[src/midi_note_message_parser_defines.svh]
// ---------------------------------------------------------------------------
// MIDI note message parser assertion macros
// Shared concurrent assertion forms, clocked on clock and disabled in reset.
// ---------------------------------------------------------------------------
`ifndef MIDI_NOTE_MESSAGE_PARSER_DEFINES_SVH
`define MIDI_NOTE_MESSAGE_PARSER_DEFINES_SVH

// Same-cycle implication check.
`define MNMP_ASSERT_IMP(name, ante, cons) \
   name: assert property (@(posedge clock) disable iff (reset) (ante) |-> (cons)) \
      else $error("mnmp same-cycle check failed");

// Next-cycle implication check.
`define MNMP_ASSERT_NXT(name, ante, cons) \
   name: assert property (@(posedge clock) disable iff (reset) (ante) |=> (cons)) \
      else $error("mnmp next-cycle check failed");

`endif

[src/mnmp_pkg.sv]
// ---------------------------------------------------------------------------
// MIDI note message parser package
// Result kinds, MIDI command codes and the structs shared by the modules.
// ---------------------------------------------------------------------------
package mnmp_pkg;

   localparam int NOTE_BITS  = 7;
   localparam int NOTE_COUNT = 1 << NOTE_BITS;

   typedef enum logic [1:0] {
      KIND_ON    = 2'd0,
      KIND_OFF   = 2'd1,
      KIND_OTHER = 2'd2,
      KIND_QUERY = 2'd3
   } kind_type;

   typedef enum logic {
      OP_BYTE  = 1'b0,
      OP_QUERY = 1'b1
   } op_type;

   typedef enum logic {
      MAP_CLEAR = 1'b0,
      MAP_RUN   = 1'b1
   } map_state_type;

   // Command nibbles of the status byte.
   localparam logic [3:0] CMD_NOTE_OFF = 4'h8;
   localparam logic [3:0] CMD_NOTE_ON  = 4'h9;
   localparam logic [3:0] CMD_PROGRAM  = 4'hC;
   localparam logic [3:0] CMD_PRESSURE = 4'hD;

   localparam logic [6:0] VEL_DEFAULT = 7'd64;

   // Engine codes that bound dispatch.
   localparam logic [2:0] ENGINE_SYNTH   = 3'd2;
   localparam logic [2:0] ENGINE_SAMPLER = 3'd3;

   typedef struct packed {
      logic                 result;
      kind_type             kind;
      logic [3:0]           channel;
      logic [NOTE_BITS-1:0] note;
      logic [6:0]           velocity;
      logic                 dispatched;
      logic [2:0]           engine;
      logic                 active;
      logic                 use_map;
   } dec_type;

   typedef struct packed {
      logic                 wr_en;
      logic                 wr_data;
      logic                 rd_en;
      logic [NOTE_BITS-1:0] addr;
   } map_req_type;

endpackage

[src/midi_note_message_parser.sv]
// ---------------------------------------------------------------------------
// MIDI note message parser
// Running-status MIDI decoder with an active-note map and engine dispatch.
// ---------------------------------------------------------------------------
// The block takes one request per clock cycle while req_tready is high,
// either a raw MIDI byte or a query of one note's active bit, and answers
// each complete message or query through stage 1 and the output register.
// Throughput is one request per cycle as long as results are taken; the
// 128 x 1 note map serves at most one access per request, which is what
// sets that rate. After reset the map is cleared by a pass that writes one
// entry per cycle, so req_tready stays low until the last entry is written;
// the configuration register may be written during that time. A status
// byte, and the first data byte of a two-byte message, produce no result.
// Note on sets the note's map bit and note off clears it. The target engine
// register is only to be written while no request is in flight.
// ---------------------------------------------------------------------------
`include "midi_note_message_parser_defines.svh"

module midi_note_message_parser
   import mnmp_pkg::*;
(
   input  logic        clock,
   input  logic        reset,
   // Configuration.
   input  logic        csr_wr_en,
   input  logic [2:0]  csr_wr_data,    // target_engine
   // Request channel.
   input  logic        req_tvalid,
   output logic        req_tready,
   input  logic [15:0] req_tdata,      // [7:0] midi_byte, [14:8] query_note, [15] zero
   input  logic        req_tuser,      // [0] op
   // Result channel.
   output logic        rsp_tvalid,
   input  logic        rsp_tready,
   output logic [23:0] rsp_tdata,      // [3:0] channel, [10:4] note_number,
                                       // [17:11] velocity, [18] dispatched,
                                       // [21:19] engine, [22] note_active,
                                       // [23] zero
   output logic [1:0]  rsp_tuser       // [1:0] kind
);

   logic [2:0]  target_engine_ff;

   logic        accept;
   dec_type     dec;
   map_req_type map_req;
   logic        map_ready;
   logic        map_rd_data;

   // Stage 1 waits for the memory read; the output stage holds the result.
   logic        s1_valid_ff, s1_valid_in;
   dec_type     s1_ff;
   logic        s1_move;

   logic        rsp_valid_ff, rsp_valid_in;
   kind_type    rsp_kind_ff;
   logic [3:0]  rsp_channel_ff;
   logic [6:0]  rsp_note_ff;
   logic [6:0]  rsp_velocity_ff;
   logic        rsp_dispatched_ff;
   logic [2:0]  rsp_engine_ff;
   logic        rsp_active_ff;

   always_ff @(posedge clock) begin
      if (reset) begin
         target_engine_ff <= ENGINE_SYNTH;
      end else if (csr_wr_en) begin
         target_engine_ff <= csr_wr_data;
      end
   end

   // The output register frees up when empty or when its result is taken,
   // and stage 1 may then take a new request in the same cycle.
   assign s1_move    = !rsp_valid_ff || rsp_tready;
   assign req_tready = map_ready && (!s1_valid_ff || s1_move);
   assign accept     = req_tvalid && req_tready;

   mnmp_decode u_decode (
      .clock         (clock),
      .reset         (reset),
      .accept        (accept),
      .op            (req_tuser),
      .midi_byte     (req_tdata[7:0]),
      .query_note    (req_tdata[14:8]),
      .target_engine (target_engine_ff),
      .dec           (dec),
      .map_req       (map_req)
   );

   map_req_type map_req_gated;

   always_comb begin
      map_req_gated       = map_req;
      map_req_gated.wr_en = map_req.wr_en && accept;
      map_req_gated.rd_en = map_req.rd_en && accept;
   end

   mnmp_note_map u_note_map (
      .clock     (clock),
      .reset     (reset),
      .map_req   (map_req_gated),
      .map_ready (map_ready),
      .rd_data   (map_rd_data)
   );

   always_comb begin
      if (accept) begin
         s1_valid_in = dec.result;
      end else if (s1_move) begin
         s1_valid_in = 1'b0;
      end else begin
         s1_valid_in = s1_valid_ff;
      end
      rsp_valid_in = s1_move ? s1_valid_ff : rsp_valid_ff;
   end

   always_ff @(posedge clock) begin
      if (reset) begin
         s1_valid_ff  <= 1'b0;
         rsp_valid_ff <= 1'b0;
      end else begin
         s1_valid_ff  <= s1_valid_in;
         rsp_valid_ff <= rsp_valid_in;
      end
   end

   always_ff @(posedge clock) begin
      if (accept) begin
         s1_ff <= dec;
      end
      if (s1_move && s1_valid_ff) begin
         rsp_kind_ff       <= s1_ff.kind;
         rsp_channel_ff    <= s1_ff.channel;
         rsp_note_ff       <= s1_ff.note;
         rsp_velocity_ff   <= s1_ff.velocity;
         rsp_dispatched_ff <= s1_ff.dispatched;
         rsp_engine_ff     <= s1_ff.engine;
         // Reads come back here; note on and note off already know the bit.
         rsp_active_ff     <= s1_ff.use_map ? map_rd_data : s1_ff.active;
      end
   end

   assign rsp_tvalid = rsp_valid_ff;
   assign rsp_tuser  = rsp_kind_ff;
   assign rsp_tdata  = {1'b0, rsp_active_ff, rsp_engine_ff, rsp_dispatched_ff,
                        rsp_velocity_ff, rsp_note_ff, rsp_channel_ff};

   `MNMP_ASSERT_IMP(a_no_accept_in_clear, !map_ready, !req_tready)
   `MNMP_ASSERT_IMP(a_single_map_access, map_req_gated.wr_en, !map_req_gated.rd_en)
   `MNMP_ASSERT_NXT(a_s1_holds_on_stall, s1_valid_ff && !s1_move, s1_valid_ff && $stable(s1_ff))
   `MNMP_ASSERT_IMP(a_note_on_sets_bit, rsp_valid_ff && (rsp_kind_ff == KIND_ON), rsp_active_ff)
   `MNMP_ASSERT_IMP(a_query_zero_fields, rsp_valid_ff && (rsp_kind_ff == KIND_QUERY), (rsp_channel_ff == 4'd0) && (rsp_velocity_ff == 7'd0) && !rsp_dispatched_ff && (rsp_engine_ff == 3'd0))

endmodule

[src/mnmp_decode.sv]
// ---------------------------------------------------------------------------
// MIDI note message parser decoder
// Running status tracking, message assembly, classification and map access.
// ---------------------------------------------------------------------------
module mnmp_decode
   import mnmp_pkg::*;
(
   input  logic                 clock,
   input  logic                 reset,
   input  logic                 accept,
   input  logic                 op,
   input  logic [7:0]           midi_byte,
   input  logic [NOTE_BITS-1:0] query_note,
   input  logic [2:0]           target_engine,
   output dec_type              dec,
   output map_req_type          map_req
);

   logic [7:0]           running_status_ff, running_status_in;
   logic                 data_count_ff, data_count_in;
   logic [NOTE_BITS-1:0] first_data_ff, first_data_in;

   logic [3:0]           cmd;
   logic                 one_byte;
   logic [NOTE_BITS-1:0] note;
   logic [6:0]           vel;
   logic                 is_on;
   logic                 is_off;

   assign cmd      = running_status_ff[7:4];
   assign one_byte = (cmd == CMD_PROGRAM) || (cmd == CMD_PRESSURE);
   assign note     = data_count_ff ? first_data_ff : midi_byte[6:0];
   assign vel      = data_count_ff ? midi_byte[6:0] : VEL_DEFAULT;
   assign is_on    = (cmd == CMD_NOTE_ON) && (vel != 7'd0);
   assign is_off   = (cmd == CMD_NOTE_OFF) || ((cmd == CMD_NOTE_ON) && (vel == 7'd0));

   always_comb begin
      running_status_in = running_status_ff;
      data_count_in     = data_count_ff;
      first_data_in     = first_data_ff;
      dec               = '0;
      dec.kind          = KIND_OTHER;
      map_req           = '0;

      if (op == OP_QUERY) begin
         dec.result     = 1'b1;
         dec.kind       = KIND_QUERY;
         dec.note       = query_note;
         dec.use_map    = 1'b1;
         map_req.rd_en  = 1'b1;
         map_req.addr   = query_note;
      end else if (midi_byte[7]) begin
         running_status_in = midi_byte;
         data_count_in     = 1'b0;
      end else if (!data_count_ff && !one_byte) begin
         first_data_in = midi_byte[6:0];
         data_count_in = 1'b1;
      end else begin
         // The message is complete with this byte.
         data_count_in  = 1'b0;
         if (!data_count_ff) begin
            first_data_in = midi_byte[6:0];
         end
         dec.result     = 1'b1;
         dec.channel    = running_status_ff[3:0];
         dec.note       = note;
         dec.velocity   = vel;
         dec.engine     = target_engine;
         map_req.addr   = note;
         if (is_on) begin
            dec.kind        = KIND_ON;
            dec.dispatched  = (target_engine <= ENGINE_SYNTH);
            dec.active      = 1'b1;
            map_req.wr_en   = 1'b1;
            map_req.wr_data = 1'b1;
         end else if (is_off) begin
            dec.kind        = KIND_OFF;
            dec.dispatched  = (target_engine <= ENGINE_SAMPLER);
            dec.active      = 1'b0;
            map_req.wr_en   = 1'b1;
            map_req.wr_data = 1'b0;
         end else begin
            dec.kind      = KIND_OTHER;
            dec.use_map   = 1'b1;
            map_req.rd_en = 1'b1;
         end
      end
   end

   always_ff @(posedge clock) begin
      if (reset) begin
         running_status_ff <= '0;
         data_count_ff     <= 1'b0;
         first_data_ff     <= '0;
      end else if (accept) begin
         running_status_ff <= running_status_in;
         data_count_ff     <= data_count_in;
         first_data_ff     <= first_data_in;
      end
   end

endmodule

[src/mnmp_note_map.sv]
// ---------------------------------------------------------------------------
// MIDI note message parser active-note map
// 128 x 1 synchronous memory with a clearing pass after reset.
// ---------------------------------------------------------------------------
module mnmp_note_map
   import mnmp_pkg::*;
(
   input  logic        clock,
   input  logic        reset,
   input  map_req_type map_req,
   output logic        map_ready,
   output logic        rd_data
);

   map_state_type        state_ff, state_in;
   logic [NOTE_BITS-1:0] clr_addr_ff, clr_addr_in;
   logic                 rd_data_ff;
   logic                 mem [NOTE_COUNT];

   logic                 wr_en;
   logic                 wr_data;
   logic [NOTE_BITS-1:0] wr_addr;

   // Next state: leave the clearing pass after the last entry.
   always_comb begin
      state_in = state_ff;
      case (state_ff)
         MAP_CLEAR: begin
            if (clr_addr_ff == NOTE_BITS'(NOTE_COUNT - 1)) begin
               state_in = MAP_RUN;
            end
         end
         MAP_RUN: state_in = MAP_RUN;
         default: state_in = MAP_CLEAR;
      endcase
   end

   // Outputs of the state machine: write port source and ready.
   always_comb begin
      clr_addr_in = clr_addr_ff;
      map_ready   = 1'b0;
      wr_en       = map_req.wr_en;
      wr_data     = map_req.wr_data;
      wr_addr     = map_req.addr;
      case (state_ff)
         MAP_CLEAR: begin
            clr_addr_in = clr_addr_ff + NOTE_BITS'(1);
            wr_en       = 1'b1;
            wr_data     = 1'b0;
            wr_addr     = clr_addr_ff;
         end
         MAP_RUN: map_ready = 1'b1;
         default: map_ready = 1'b0;
      endcase
   end

   always_ff @(posedge clock) begin
      if (reset) begin
         state_ff    <= MAP_CLEAR;
         clr_addr_ff <= '0;
      end else begin
         state_ff    <= state_in;
         clr_addr_ff <= clr_addr_in;
      end
   end

   // At most one access per request, so a read never meets a write to the
   // same entry in one cycle; an earlier write has landed before a later read.
   always_ff @(posedge clock) begin
      if (wr_en) begin
         mem[wr_addr] <= wr_data;
      end
      if (map_req.rd_en) begin
         rd_data_ff <= mem[map_req.addr];
      end
   end

   assign rd_data = rd_data_ff;

endmodule

[config.mk]
export PLATFORM = sky130hd
export DESIGN_NAME = midi_note_message_parser
export DESIGN_NICKNAME = d
export VERILOG_FILES = /design/src/mnmp_pkg.sv /design/src/midi_note_message_parser.sv /design/src/mnmp_decode.sv /design/src/mnmp_note_map.sv
export VERILOG_INCLUDE_DIRS = /design/src /design/src/src
export SDC_FILE = /design/constraint.sdc
export NUM_CORES = 1
export LEC_CHECK = 0
export BUFFER_PORTS_ARGS = -buffer_cell sky130_fd_sc_hd__buf_2
export CELL_PAD_IN_SITES_DETAIL_PLACEMENT = 0
export CELL_PAD_IN_SITES_GLOBAL_PLACEMENT = 1
export CORE_MARGIN = 1.5
export CORE_UTILIZATION = 30
export DETAILED_ROUTE_END_ITERATION = 6
export PLACE_DENSITY_LB_ADDON = 0.1
export SYNTH_ARGS = -nofsm -noshare
export SYNTH_HDL_FRONTEND = slang
export SYNTH_SLANG_ARGS = --single-unit
[constraint.sdc]
create_clock -name clock -period 3.3 [get_ports clock]
set_clock_uncertainty 0.1 [all_clocks]
set_input_delay 0.33 -clock clock [delete_from_list [all_inputs] [get_ports clock]]
set_output_delay 0.33 -clock clock [all_outputs]
set_load 0.03 [all_outputs]
Yosys cells after proc, flatten, opt, wreduce, memory -nomap -nowiden
Memory sizes are Yosys's and may differ from the RTL's. A register that Yosys moved wholly into a read port is not among the register bits. Index checks and enable logic that the tools add are counted.

Bits in registers: 80. Bits in writable memories: 128. Bits of input ports: 25. Output and inout bits: 28. Logic and storage cells: 92. Memories kept: 1.

$add $sub $neg: 1. $lt $le $gt $ge: 2. Equal/unequal tests: 5. Muxes and demuxes: 33. Bitwise gates (word level): 3. Reduce and logical (&&, ||, !) cells: 23.

Memory list: u_note_map.mem (words 128, bits a word 1, read ports 1, clocked after memory_dff 1, wr ports 1, line mnmp_note_map.sv:18) `logic mem [NOTE_COUNT];`.

Operator list (count): $mux 27 (2); $mux 7 (5); $mux 10 (2); $eq 4x4->1 const B (4); $mux 1 (16); $mux 2 (5); $logic_and 1x1->1 (8); $mux 8 (1); $add 7x1->7 const B (1); $eq 7x7->1 const B (1); $logic_not 7->1 (1); $reduce_bool 7->1 (1); $le 3x2->1 const B (2); $reduce_and 3->1 (2); $logic_not 1->1 (4); $logic_or 1x1->1 (4); $mux 3 (1); $not 1->1 (3); $reduce_or 3->1 (1); $pmux 1 s2 (1); $reduce_and 2->1 (1); $reduce_bool 2->1 (1).

Longest topological paths before layout
Gate-level depths: netlist (run 1).

Word-level depth: 13. Mapped depth: 13. Depth with buffers taken out: 9.

Cells and area by module
A second synthesis (run 1) with hierarchy kept.

Cell total of the unflattened synthesis: 653. Area, all modules: 8979.9 um^2.

By module, submodules not included: mnmp_note_map (times used 1, cells an instance 451, area an instance 6159.7 um^2, sequential area each 4033.9 um^2); midi_note_message_parser (times used 1, cells an instance 78, area an instance 1793.0 um^2, sequential area each 1631.6 um^2); mnmp_decode (times used 1, cells an instance 124, area an instance 1027.2 um^2, sequential area each 320.3 um^2).

Worst setup path before layout (run 1)
OpenSTA, ideal clock, no wires.

Path kind: input to register. From: in req_tuser. To: mem u_note_map.mem[0] (data pin). Library setup time: 0.535 ns. Data arrival time: 2.951 ns. Required time: 2.665 ns. Path slack: -0.286 ns. Cell stages on the path: 7. Buffers on the path: 2. Cells stage by stage: clkbuf_1 -> clkbuf_1 -> inv_1 -> o211a_1 -> nand2_1 -> nor2_1 -> and2_1.

Word-level cells in the longest chain between the ends: 2.

RTL lines: from (decl) (line midi_note_message_parser.sv:31) `input logic req_tuser,`; $mux 2 (line mnmp_decode.sv:45) `if (op == OP_QUERY) begin`; $mux 1 (line mnmp_note_map.sv:45) `case (state_ff)`; net u_note_map.wr_data (line mnmp_note_map.sv:21) `logic wr_data;`; to (decl) (line mnmp_note_map.sv:18).

The timed path passes the listed nets, and every way through them passes these cells.

Worst setup path in the final report (run 1)
From: reg u_decode.data_count_ff. To: reg u_note_map.rd_data_ff, in the netlist u_note_map.rd_data, read port of u_note_map.mem (data pin).

Word-level cells in the longest chain between the ends: 10. Elaborated cells between the ends (all ways): 15. Those cells by class: mux: 7; reduce/logical: 8.

RTL lines: from (decl) (line mnmp_decode.sv:20) `logic data_count_ff, data_count_in;`; from (signal assigned) (line mnmp_decode.sv:97) `data_count_ff <= data_count_in;`; $mux 7 (line mnmp_decode.sv:33) `assign vel = data_count_ff ? midi_byte[6:0] : VEL_DEFAULT;`; $logic_not 7->1 (line mnmp_decode.sv:35) `assign is_off = (cmd == CMD_NOTE_OFF) || ((cmd == CMD_NOTE_ON) && (vel == 7'd0));`; $logic_and 1x1->1 (line mnmp_decode.sv:35); $logic_or 1x1->1 (line mnmp_decode.sv:35); $mux 1 (line mnmp_decode.sv:76) `end else if (is_off) begin`; $mux 1 (line mnmp_decode.sv:70) `if (is_on) begin`; $mux 10 * (line mnmp_decode.sv:55) `end else if (!data_count_ff && !one_byte) begin`; $mux 10 * (line mnmp_decode.sv:52) `end else if (midi_byte[7]) begin`; $mux 8 * (line mnmp_decode.sv:45); $logic_and 1x1->1 (line midi_note_message_parser.sv:95) `map_req_gated.rd_en = map_req.rd_en && accept;`; to (decl) (line mnmp_note_map.sv:17) `logic rd_data_ff;`.

Mark *: on every way between the ends. The rest lies on a longest branch, timed or not. A chain may end at the register's enable or synchronous reset.

==> key figures, run 1 <==
Die
  – Initial Util: between 30% and 40%
  – Row Count: between 60 and 70
  – Vert. Die Dim: approximately 180 um
  – Die ar.: 31400 um^2
  – Die W: approximately 180 um
  – Placeable Area: about 30000 um^2
  – # IOs: 53

Clocking
  – Worst-path clk slew: roughly 0.06 ns
  – CTS sink count: roughly 210
  – Root Driver: clkbuf_16
  – CTS Buf Count: 25
  – TritonCTS clock tree: yes
  – H-tree depth: 1
  – Post-CTS Setup Inserts: 0
  – Clock Tree Buf Depth: 3
  – Clock latency on the worst-skew pair: approximately 0.53 ns

Setup path
  – Critical path fanouts, max: 13
  – Crit start category: flip-flop
  – Slowest CP cell: dfxtp_1
  – Crit Path Class: reg -> reg
  – Crit path DAT: roughly 3.3 ns
  – Slowest stage delay, CP: 0.41 ns
  – Most frequent cell on the critical path: buf_4
  – CP Data Required Time: approximately 3.4 ns
  – Critical path endpoint category: flip-flop
  – CP Cell Sequence: buf_4 > mux2_2 > a32oi_1 > buf_4 > nand2_1 > buf_4 > o221ai_1 > o31a_1 > nand4_1

Power
  – Leakage power total: approximately 0.0039 uW
  – Part of the power in the clock network: about 47%
  – Sequential Power Share: between 40 and 50%
  – Switching Share: a little over a fifth
  – PwrDens: around 540 nW/um^2
  – Comb power frac: roughly 5.8%
  – VDD IR max: 0.000320 V
  – Pint: 4700 uW
  – Net switching component of the power: roughly 1300 uW

Layout
  – Util after Layout: a little under two fifths
  – Diode count: 0
  – P&R area growth vs syn: 21.5%
  – Post-route cell area: 11100 um^2
  – Fraction of layout cells with a size suffix above 1: a little under a fifth
  – Layout Nets: around 900
  – Filler cells: 2953
  – Layout Cells excl Fill: ~1300

Timing
  – TNS Setup: 0 ns
  – Tcrit/Tclk final: a little under 100%
  – Fin. Hold Viols: 0
  – Max Clk Rate: around 0.32 GHz
  – Worst slew pin tran: about 1.1 ns
  – Slew HR: 25.7%
  – Final count of negative-setup-slack endpoints: 0
  – Post-route worst setup slack: 0.131 ns
  – Minimum clock period: 3.17 ns
  – Unrepaired setup endpoints after global routing: true
  – Slew Limit Fails: 0

Logic synthesis
  – Seq/Total Area, Yosys: 65.8%
  – Most common cell in the netlist: edfxtp_1
  – Synth Register Bits: 209
  – Synth top area cells: edfxtp_1, nor2_1, dfxtp_1, nand2_1, mux2i_1
  – Synth Net Count: between 800 and 900
  – Top cell type's share of synthesized area: approximately three fifths
  – Syn Area/Cell: about 12 um^2
  – Post-synth top cells: edfxtp_1, nor2_1, nand2_1, a21oi_1, and3_1
  – Post-Syn Instances: just under 800
  – Post-synth ARST share: 0%
  – Post-synth EDFFs: 180
  – Synth Warn #: 0
  – Cell type with the highest aggregate area in the netlist: edfxtp_1
  – Top_reg_cell synth: edfxtp_1
  – Mapped Area: between 9000 and 10000 um^2
  – Post-synth cell types: a little under 70

GRT
  – Global Route Usage Sum: about 17%
  – Initial antenna violation count: 0
  – Largest net degree at the start of global routing: 73
  – First-pass GRT wire length: approximately 39000 um
  – Vias in the first global route: ~6500
  – Global route total overflow: 0

Detailed routing
  – DR iter-0 viols: 410
  – Drt first pass iters: 5
  – Post-DRT Antenna Nets: 0
  – DR DRC count: 0
  – Wire length per cell: roughly 20 um
  – Routed wire length: between 20000 and 30000 um
  – Vias per std cell: ~5.0
  – Total number of vias: 6416
  – DR WL met2: about 12000 um
  – WL met3: 1290 um
  – Top Layer Used: met4
  – WL met1: 11500 um

Outcome
  – Status: finished, final reports clean

Flow run
  – Max-cap viol count: 0

Worst hold path
  – Worst hold-check path type: in -> reg

Place
  – GPL Wtd Cong: about 0.80
  – Hpwl dp: around 17000 um
  – Buffers added on ports: 50
  – Placed inst area: just over 10000 um^2
  – Dpl ws: -0.0825 ns
  – Post-Place Cells: about 1200
==> cell usage in the layout (no fill, tap or decap), types with 4 or more instances in the layout <==
master,count
edfxtp_1,180
nor2_1,159
nand3_1,17
a21oi_1,38
clkinv_2,5
clkbuf_8,5
mux2i_1,22
a211oi_1,29
o31a_1,6
clkbuf_16,25
a22o_1,5
and3_1,30
nor3_1,5
dfxtp_1,29
nand2b_1,4
dlygate4sd3_1,6
buf_12,7
inv_1,6
clkbuf_1,6
buf_2,50
and2_1,10
nor2b_1,6
nand2_1,99
buf_4,53
==> final timing paths <==
path | startpoint | endpoint | slack, ns | cells past startpoint
min reg2reg | s1_ff[3] | rsp_engine_ff[1] | 0.32 | 0
min | req_tdata[3] | u_decode.running_status_ff[3] | 0.02 | 3
max | u_decode.data_count_ff | u_note_map.rd_data | 0.13 | 9
max reg2reg | u_decode.data_count_ff | u_note_map.rd_data | 0.13 | 9
==> metal layers <==
metal  vias up  GRT usage (%)
li1       3044              -
met1      3167           21.8
met2       160           28.2
met3        45           2.36
met4         0           4.77
met5         -              0
==> cell families (layout without fill, tap and decap cells) <==
group / after synthesis / after routing / share of synthesized area, %
AOI/OAI and AO/OA: 132 / 132 / 10.6
xor gates and xnor gates: 4 / 4 / 0.385
adders and majority gates: 1 / 1 / 0.137
buffers and inverters: 62 / 173 / 3.23
DFF: 209 / 209 / 65.8
muxes: 26 / 26 / 2.95
other: 1 / 1 / 0.0412
and+or+nand+nor: 351 / 351 / 16.9
==> per-stage QoR <==
step / power, uW / hold slack, ns
after CTS: 6090 / 0.0000958
final: 6010 / 0.0165
after detailed placement: 3250 / 0.305
after floorplan: 3070 / 0.300
after global routing: 6210 / 0.0128
after global placement: 3240 / 0.302
==> worst max-delay path: cells and delay by family, from the launching register on <==
| family | cells | cell delay, ns |
|---|---|---|
| flip-flops | 1 | 0.41 |
| multiplexers | 1 | 0.35 |
| buffers and inverters | 3 | 0.74 |
| AND/OR/NAND/NOR | 2 | 0.43 |
| AO/OA/AOI/OAI | 3 | 0.82 |
==> power groups by stage <==
stage               sequential (uW)  combinational, uW  clock [uW]
global placement               2900                340           0
floorplan                      2900                175           0
detailed placement             2900                342           0
finish                         2850                348        2810
global route                   2850                373        2980
CTS                            2850                350        2900
==> flip-flops by register name, summed over array words and instances, names as in the netlist, 2 cells and up <==
name,count
u_note_map.mem,128
s1_ff,26
u_decode.running_status_ff,8
rsp_note_ff,7
rsp_velocity_ff,7
u_decode.first_data_ff,7
u_note_map.clr_addr_ff,7
rsp_channel_ff,4
rsp_engine_ff,3
target_engine_ff,3
rsp_tuser,2
==> area by class of cell <==
cell class	count	area (um^2)	area share, %
clock inverters	10	131	1.19
well taps	390	488	4.41
inverters	11	41.3	0.373
clock buffers	36	717	6.48
multi-input cells	515	2850	25.8
repair buffers	116	848	7.67
flip-flops and latches	209	5990	54.1
==> timing repair <==
action,CTS,global route
hold buffers,6,0
hold endpoints to repair,6,0
gates resized for setup,1,6
endpoints found under the setup margin,24,1
cloned,0,0
No activity file was read; power rests on OpenSTA's default activity.
==> inputs of run 2 (changes only) <==
Settings changed: REMOVE_ABC_BUFFERS from default to 1.
==> run 2 against run 1 <==
Effect of this change: sequential power hardly changed; largest cell class unchanged; non-clock buffer count is 8 lower; combinational power decreased by 3%; global-route usage rose by 0.13 points; highest routed layer unchanged; utilization decreased by 0.47 points; die area unchanged.
==> key figures, run 2 (synthesized netlist as in run 1, its figures left out) <==
Clocking
  – Clock latency on the worst-skew pair: 0.53 ns (about the same)
  – H-tree depth: 1 (unchanged)
  – Root Driver: clkbuf_16 (unchanged)
  – Worst-path clk slew: 0.06 ns (about the same)
  – CTS sink count: 209 (unchanged)
  – CTS Buf Count: 25 (unchanged)
  – Clock Tree Buf Depth: 3 (unchanged)
  – TritonCTS clock tree: yes (unchanged)
  – Post-CTS Setup Inserts: 0 (unchanged)

Layout
  – Diode count: 0 (unchanged)
  – Layout Nets: 896 (was 904)
  – Layout Cells excl Fill: 1278 (was 1287)
  – Commonest cells after routing, fill and taps aside: edfxtp_1, nor2_1, nand2_1, buf_2, buf_4 (was edfxtp_1, nor2_1, nand2_1, buf_4, buf_2)
  – Fraction of layout cells with a size suffix above 1: 17.5% (was 19.2%)
  – P&R area growth vs syn: 20.0% (was 21.5%)
  – Top flop regs: u_note_map.mem x128, s1_ff x26, u_decode.running_status_ff x8 (unchanged)
  – Number of flip-flops in the largest register: 128 (unchanged)
  – Most common cell after layout, fill and taps aside: edfxtp_1 (unchanged)
  – Util after Layout: 36.8% (was 37.2%)
  – Reg with most FFs: u_note_map.mem (unchanged)

Setup path
  – CP Data Required Time: 3.46 ns (was 3.42 ns)
  – Critical path fanouts, max: 9 (was 13)
  – Crit start category: primary input (was flip-flop)
  – Critical path endpoint category: flip-flop (unchanged)
  – Crit Path Class: in -> reg (was reg -> reg)
  – Crit path DAT: 3.28 ns (was 3.29 ns)

Detailed routing
  – DR DRC count: 0 (unchanged)
  – Total number of vias: 6386 (was 6416)
  – Vias per std cell: 5.00 (was 4.99)
  – Post-DRT Antenna Nets: 0 (unchanged)
  – DR iter-0 viols: 362 (was 410)
  – Drt first pass iters: 5 (unchanged)
  – Routed wire length: 25800 um (was 25700 um)
  – Wire length per cell: 20.2 um (was 20.0 um)

Die
  – Die W: 177 um (unchanged)
  – # IOs: 53 (unchanged)
  – Placeable Area: 29700 um^2 (unchanged)
  – Die ar.: 31400 um^2 (unchanged)
  – Initial Util: 30.6% (unchanged)
  – Vert. Die Dim: 177 um (unchanged)
  – Row Count: 63 (unchanged)

Power
  – Part of the power in the clock network: 44.9% (was 46.8%)
  – Net switching component of the power: 1290 uW (was 1310 uW)
  – Leakage power total: 0.00379 uW (was 0.00386 uW)
  – Pint: 4500 uW (was 4700 uW)
  – PwrDens: 530 nW/um^2 (was 543 nW/um^2)
  – VDD IR max: 0.000336 V (was 0.000320 V)
  – Switching Share: 22.3% (was 21.8%)
  – Power consumption: 5790 uW (was 6010 uW)
  – Comb power frac: 5.9% (was 5.8%)
  – Sequential Power Share: 49.2% (was 47.4%)

Timing
  – Worst slew pin tran: 1.02 ns (was 1.11 ns)
  – Unrepaired setup endpoints after global routing: false (was true)
  – Slew HR: 31.7% (was 25.7%)
  – Tcrit/Tclk final: 94.7% (was 96.0%)
  – Max Clk Rate: 0.320 GHz (was 0.316 GHz)
  – Hold slack final: 0.0130 ns (was 0.0165 ns)
  – Final count of negative-setup-slack endpoints: 0 (unchanged)
  – TNS Setup: 0 ns (unchanged)
  – Minimum clock period: 3.13 ns (was 3.17 ns)
  – Slew Limit Fails: 0 (unchanged)
  – Fin. Hold Viols: 0 (unchanged)

Outcome
  – Status: finished, final reports clean (unchanged)

Worst hold path
  – Worst hold-check path type: in -> reg (unchanged)

GRT
  – First-pass GRT wire length: 39100 um (was 38800 um)
  – Largest net degree at the start of global routing: 81 (was 73)
  – Vias in the first global route: 6407 (was 6498)
  – Initial antenna violation count: 0 (unchanged)
  – Global route total overflow: 0 (unchanged)
  – Global Route Usage Sum: 16.7% (was 16.6%)

Flow run
  – Max-cap viol count: 0 (unchanged)

Place
  – Buffers added on ports: 50 (unchanged)
  – Hpwl dp: 16500 um (was 16800 um)
  – Post-Place Cells: 1226 (was 1235)
  – GPL Wtd Cong: 0.768 (was 0.803)
[run 2: cell types whose count changed in the layout (fill, tap and decap cells not counted), sizes merged]
cell,delta
inv,+1
dlygate4sd3,+1
clkbuf,-4
buf,-9
bufinv,-1
clkinv,+3
[run 2: power groups by stage]
stage               clock network, uW  registers [uW]  logic, uW
global route                     2760            2850        366
finish                           2600            2850        339
CTS                              2660            2850        343
global placement                    0            2900        334
detailed placement                  0            2900        335
floorplan                           0            2900        148
[run 2: metrics by stage]
step / setup slack [ns] / cell area (um^2)
2_1_floorplan: -1.19 / 8850
3_3_place_gp: 0.0947 / 10100
3_5_place_dp: 0.0119 / 10100
4_1_cts: 0.104 / 10900
5_1_grt: 0.0220 / 10900
6_report: 0.174 / 10900
[run 2: layout make-up]
| cell class | count | area [um^2] |
|---|---|---|
| clock buffer | 32 | 652 |
| multi-input combinational | 515 | 2840 |
| tap | 390 | 488 |
| inverter | 11 | 41.3 |
| clock inverter | 13 | 116 |
| fill | 2934 | 18800 |
| sequential | 209 | 5990 |
| timing repair buffer | 108 | 803 |
[run 2: worst max-delay path: stages]
cell and delay, ns:
dlygate4sd3_1 0.53, buf_2 0.16, mux2_2 0.29, o211ai_4 0.10, and2_1 0.26, inv_2 0.17, a2111oi_0 0.45, a2111oi_0 0.16
o31a_1 0.30, a2111oi_2 0.39, nand4_1 0.14
[run 2: final timing paths]
| path | startpoint | to | slack (ns) | cells past startpoint |
|---|---|---|---|---|
| max | req_tdata[0] | u_note_map.rd_data | 0.17 | 11 |
| max reg2reg | u_decode.data_count_ff | u_note_map.rd_data | 0.20 | 9 |
| min | req_tdata[2] | u_decode.running_status_ff[2] | 0.01 | 3 |
| min reg2reg | s1_ff[25] | rsp_tuser[1] | 0.32 | 0 |
[run 2: timing repair]
item                       4_1_cts  5_1_grt
hold endpoints to repair         6        0
hold buffers                     7        0
cloned                           0        0
gates resized for setup          1        3
setup endpoints to repair        1       12
[run 2: per-layer routing]
layer | up-vias | routed length, um | part of all wire (%) | GRT usage (%)
met2 | 124 | 12100 | 47 | 27.9
met5 | - | 0 | 0 | 0
met3 | 37 | 1060 | 4.1 | 2.45
li1 | 3023 | - | - | -
met4 | 0 | 607 | 2.3 | 4.27
met1 | 3202 | 12100 | 47 | 22.7
==> inputs of run 3 (changes only) <==
Settings changed: SYNTH_HIERARCHICAL from default to 1.
==> run 3 against run 2 <==
Effect of this change: cell area decreased by 1.7%; combinational power fell by 16%; highest routed layer unchanged; maximum frequency grew 0.91%; largest cell class unchanged; synthesized cell count decreased by 17%; count of clock-buffer cells in the layout up 8; clock power shrank 2%; critical path type is now reg -> reg; sequential cell count did not move.
==> key figures, run 3 <==
Layout
  – Area of the multi-input gates: 2740 um^2 (was 2840 um^2)
  – Fraction of layout cells with a size suffix above 1: 22.4% (was 17.5%)
  – Post-route cell area: 10700 um^2 (was 10900 um^2)
  – Most common cell after layout, fill and taps aside: edfxtp_1 (unchanged)
  – Util after Layout: 36.3% (was 36.8%)
  – Flip-flop and latch area: 5990 um^2 (unchanged)
  – Commonest cells after routing, fill and taps aside: edfxtp_1, nor2_1, buf_2, buf_4, nand2_1 (was edfxtp_1, nor2_1, nand2_1, buf_2, buf_4)
  – P&R area growth vs syn: 19.6% (was 20.0%)
  – Layout Nets: 763 (was 896)
  – Layout Cells excl Fill: 1146 (was 1278)
  – Top flop regs: u_note_map/mem x128, s1_ff x26, u_decode/running_status_ff x8 (was u_note_map.mem x128, s1_ff x26, u_decode.running_status_ff x8)
  – Reg with most FFs: u_note_map/mem (was u_note_map.mem)
  – Filler cells: 2880 (was 2934)
  – Diode count: 0 (unchanged)
  – Number of flip-flops in the largest register: 128 (unchanged)

Outcome
  – Status: finished, final reports clean (unchanged)

Place
  – Post-Place Cells: 1095 (was 1226)
  – Dpl ws: 0.0274 ns (was 0.0119 ns)
  – Hpwl dp: 14100 um (was 16500 um)
  – Buffers added on ports: 50 (unchanged)
  – Placed inst area: 9910 um^2 (was 10100 um^2)
  – GPL Wtd Cong: 0.752 (was 0.768)

Power
  – Switching Share: 21.3% (was 22.3%)
  – Pint: 4480 uW (was 4500 uW)
  – Comb power frac: 5.0% (was 5.9%)
  – Leakage power total: 0.00365 uW (was 0.00379 uW)
  – Net switching component of the power: 1210 uW (was 1290 uW)
  – Part of the power in the clock network: 44.8% (was 44.9%)
  – VDD IR max: 0.000320 V (was 0.000336 V)
  – PwrDens: 529 nW/um^2 (was 530 nW/um^2)
  – Sequential Power Share: 50.1% (was 49.2%)

Worst hold path
  – Worst hold-check path type: in -> reg (unchanged)

Detailed routing
  – Wire length per cell: 18.5 um (was 20.2 um)
  – DR iter-0 viols: 395 (was 362)
  – Post-DRT Antenna Nets: 0 (unchanged)
  – Drt first pass iters: 4 (was 5)
  – Vias per std cell: 4.73 (was 5.00)
  – Routed wire length: 21200 um (was 25800 um)
  – DR DRC count: 0 (unchanged)
  – Total number of vias: 5416 (was 6386)

Flow run
  – Max-cap viol count: 0 (unchanged)

Setup path
  – Crit Path Class: reg -> reg (was in -> reg)
  – Slowest CP cell: mux4_1 (was dlygate4sd3_1)
  – Critical path endpoint category: flip-flop (unchanged)
  – CP Data Required Time: 3.41 ns (was 3.46 ns)
  – Slowest stage delay, CP: 0.60 ns (was 0.53 ns)
  – Crit-path leading delay family: multiplexers (was compound AO/OA/AOI/OAI gates)
  – Crit start category: flip-flop (was primary input)
  – CP Cell Sequence: and3b_2 > o21ai_2 > o21ai_4 > buf_12 > mux4_1 > mux4_2 > o2111ai_1 > o311ai_1 (was dlygate4sd3_1 > buf_2 > mux2_2 > o211ai_4 > and2_1 > inv_2 > a2111oi_0 > a2111oi_0 > o31a_1 > a2111oi_2 > nand4_1)
  – Critical path fanouts, max: 19 (was 9)
  – CP bufs+invs: 1 (was 3)
  – Crit path DAT: 3.20 ns (was 3.28 ns)

Clocking
  – Clock latency on the worst-skew pair: 0.52 ns (was 0.53 ns)
  – CTS sink count: 209 (unchanged)
  – H-tree depth: 1 (unchanged)
  – Worst-path clk slew: 0.06 ns (about the same)
  – Clock Tree Buf Depth: 3 (unchanged)
  – Root Driver: clkbuf_16 (unchanged)
  – TritonCTS clock tree: yes (unchanged)
  – CTS Buf Count: 25 (unchanged)

Logic synthesis
  – Seq/Total Area, Yosys: 66.7% (was 65.8%)
  – Post-Syn Instances: 653 (was 786)
  – Post-synth top cells: edfxtp_1, nor2_1, nand2_1, dfxtp_1, mux2i_1 (was edfxtp_1, nor2_1, nand2_1, a21oi_1, and3_1)
  – Post-synth ARST share: 0% (unchanged)
  – Syn Area/Cell: 13.8 um^2 (was 11.6 um^2)
  – Synth top area cells: edfxtp_1, nor2_1, dfxtp_1, mux4_2, mux2i_1 (was edfxtp_1, nor2_1, dfxtp_1, nand2_1, mux2i_1)
  – Synth Register Bits: 209 (unchanged)
  – Synth Warn #: 6 (was 0)
  – Top cell type's share of synthesized area: 60.2% (was 59.4%)
  – Post-synth EDFFs: 180 (unchanged)
  – Most common cell in the netlist: edfxtp_1 (unchanged)
  – Top_reg_cell synth: edfxtp_1 (unchanged)
  – Cell type with the highest aggregate area in the netlist: edfxtp_1 (unchanged)
  – Mapped Area: 8980 um^2 (was 9100 um^2)
  – Post-synth cell types: 55 (was 68)

Die
  – Placeable Area: 29600 um^2 (was 29700 um^2)
  – Die W: 176 um (was 177 um)
  – # IOs: 53 (unchanged)
  – Row Count: 63 (unchanged)
  – Initial Util: 30.4% (was 30.6%)
  – Die ar.: 31000 um^2 (was 31400 um^2)
  – Vert. Die Dim: 176 um (was 177 um)

Timing
  – Tcrit/Tclk final: 93.9% (was 94.7%)
  – Worst slew pin tran: 0.822 ns (was 1.02 ns)
  – Hold slack final: 0.0292 ns (was 0.0130 ns)
  – Max Clk Rate: 0.323 GHz (was 0.320 GHz)
  – Unrepaired setup endpoints after global routing: false (unchanged)
  – Post-route worst setup slack: 0.202 ns (was 0.174 ns)
  – Slew HR: 44.7% (was 31.7%)
  – Slew Limit Fails: 0 (unchanged)
  – Minimum clock period: 3.10 ns (was 3.13 ns)
  – Final count of negative-setup-slack endpoints: 0 (unchanged)
  – Fin. Hold Viols: 0 (unchanged)

GRT
  – Global route total overflow: 0 (unchanged)
  – Vias in the first global route: 5616 (was 6407)
  – Initial antenna violation count: 0 (unchanged)
  – Global Route Usage Sum: 14.0% (was 16.7%)
  – First-pass GRT wire length: 32800 um (was 39100 um)
  – Largest net degree at the start of global routing: 129 (was 81)
[run 3: path summary, 6_finish.rpt]
| check | startpoint | to | slack (ns) | depth (start not counted) |
|---|---|---|---|---|
| worst max-delay path | u_decode/running_status_ff[5] | u_note_map/rd_data | 0.20 | 8 |
| worst max register to register | u_decode/running_status_ff[5] | u_note_map/rd_data | 0.20 | 8 |
| worst min-delay path | req_tdata[1] | u_decode/running_status_ff[1] | 0.03 | 3 |
| worst min register to register | s1_ff[15] | rsp_note_ff[2] | 0.31 | 0 |
[run 3: repair_timing]
item	4_1_cts	5_1_grt
hold buffers	5	0
setup buffers	0	0
gates resized for setup	0	1
setup endpoints to repair	0	17
hold endpoints to repair	4	0
[run 3: final cells by class]
type / count / area share [%]
Tap cell: 390 / 4.54
Clock buffer: 40 / 6.82
Multi-Input combinational cell: 391 / 25.5
Clock inverter: 6 / 0.361
Timing Repair Buffer: 100 / 6.64
Inverter: 10 / 0.350
Sequential cell: 209 / 55.7
[run 3: worst reg2reg max path, stage by stage, from the launching register on]
cell and delay (ns):
dfxtp_1 0.32, and3b_2 0.29, o21ai_2 0.13, o21ai_4 0.20
buf_12 0.22, mux4_1 0.60, mux4_2 0.53, o2111ai_1 0.19
o311ai_1 0.20
[run 3: cell families after synthesis]
group	Yosys count	synth area share, %
compound gates	55	3.97
xor+xnor	5	0.488
fa+ha+maj	1	0.139
buf+inv	53	3.18
flops	209	66.7
mux	64	12.1
other cells	1	0.0418
simple gates	265	13.4
[run 3: power by group through the flow]
| stage | registers (uW) | logic (uW) | clock network [uW] |
|---|---|---|---|
| 2_1_floorplan | 2900 | 131 | 0 |
| 4_1_cts | 2850 | 294 | 2630 |
| 6_report | 2850 | 285 | 2550 |
| 5_1_grt | 2850 | 311 | 2740 |
| 3_3_place_gp | 2900 | 287 | 0 |
| 3_5_place_dp | 2900 | 288 | 0 |
[run 3: through the flow]
| stage | total power (uW) | TNS (ns) |
|---|---|---|
| 3_5_place_dp | 3190 | 0 |
| 5_1_grt | 5900 | 0 |
| 4_1_cts | 5780 | 0 |
| 6_report | 5680 | 0 |
| 3_3_place_gp | 3190 | 0 |
| 2_1_floorplan | 3030 | -221.50 |
[run 3: layer usage]
| metal | vias to the layer above | share of wire [%] | global-route usage [%] |
|---|---|---|---|
| li1 | 2558 | - | - |
| met1 | 2722 | 45 | 17.8 |
| met2 | 111 | 49 | 24.7 |
| met3 | 25 | 4.4 | 2.28 |
| met4 | 0 | 1.8 | 3.63 |
| met5 | - | 0 | 0 |
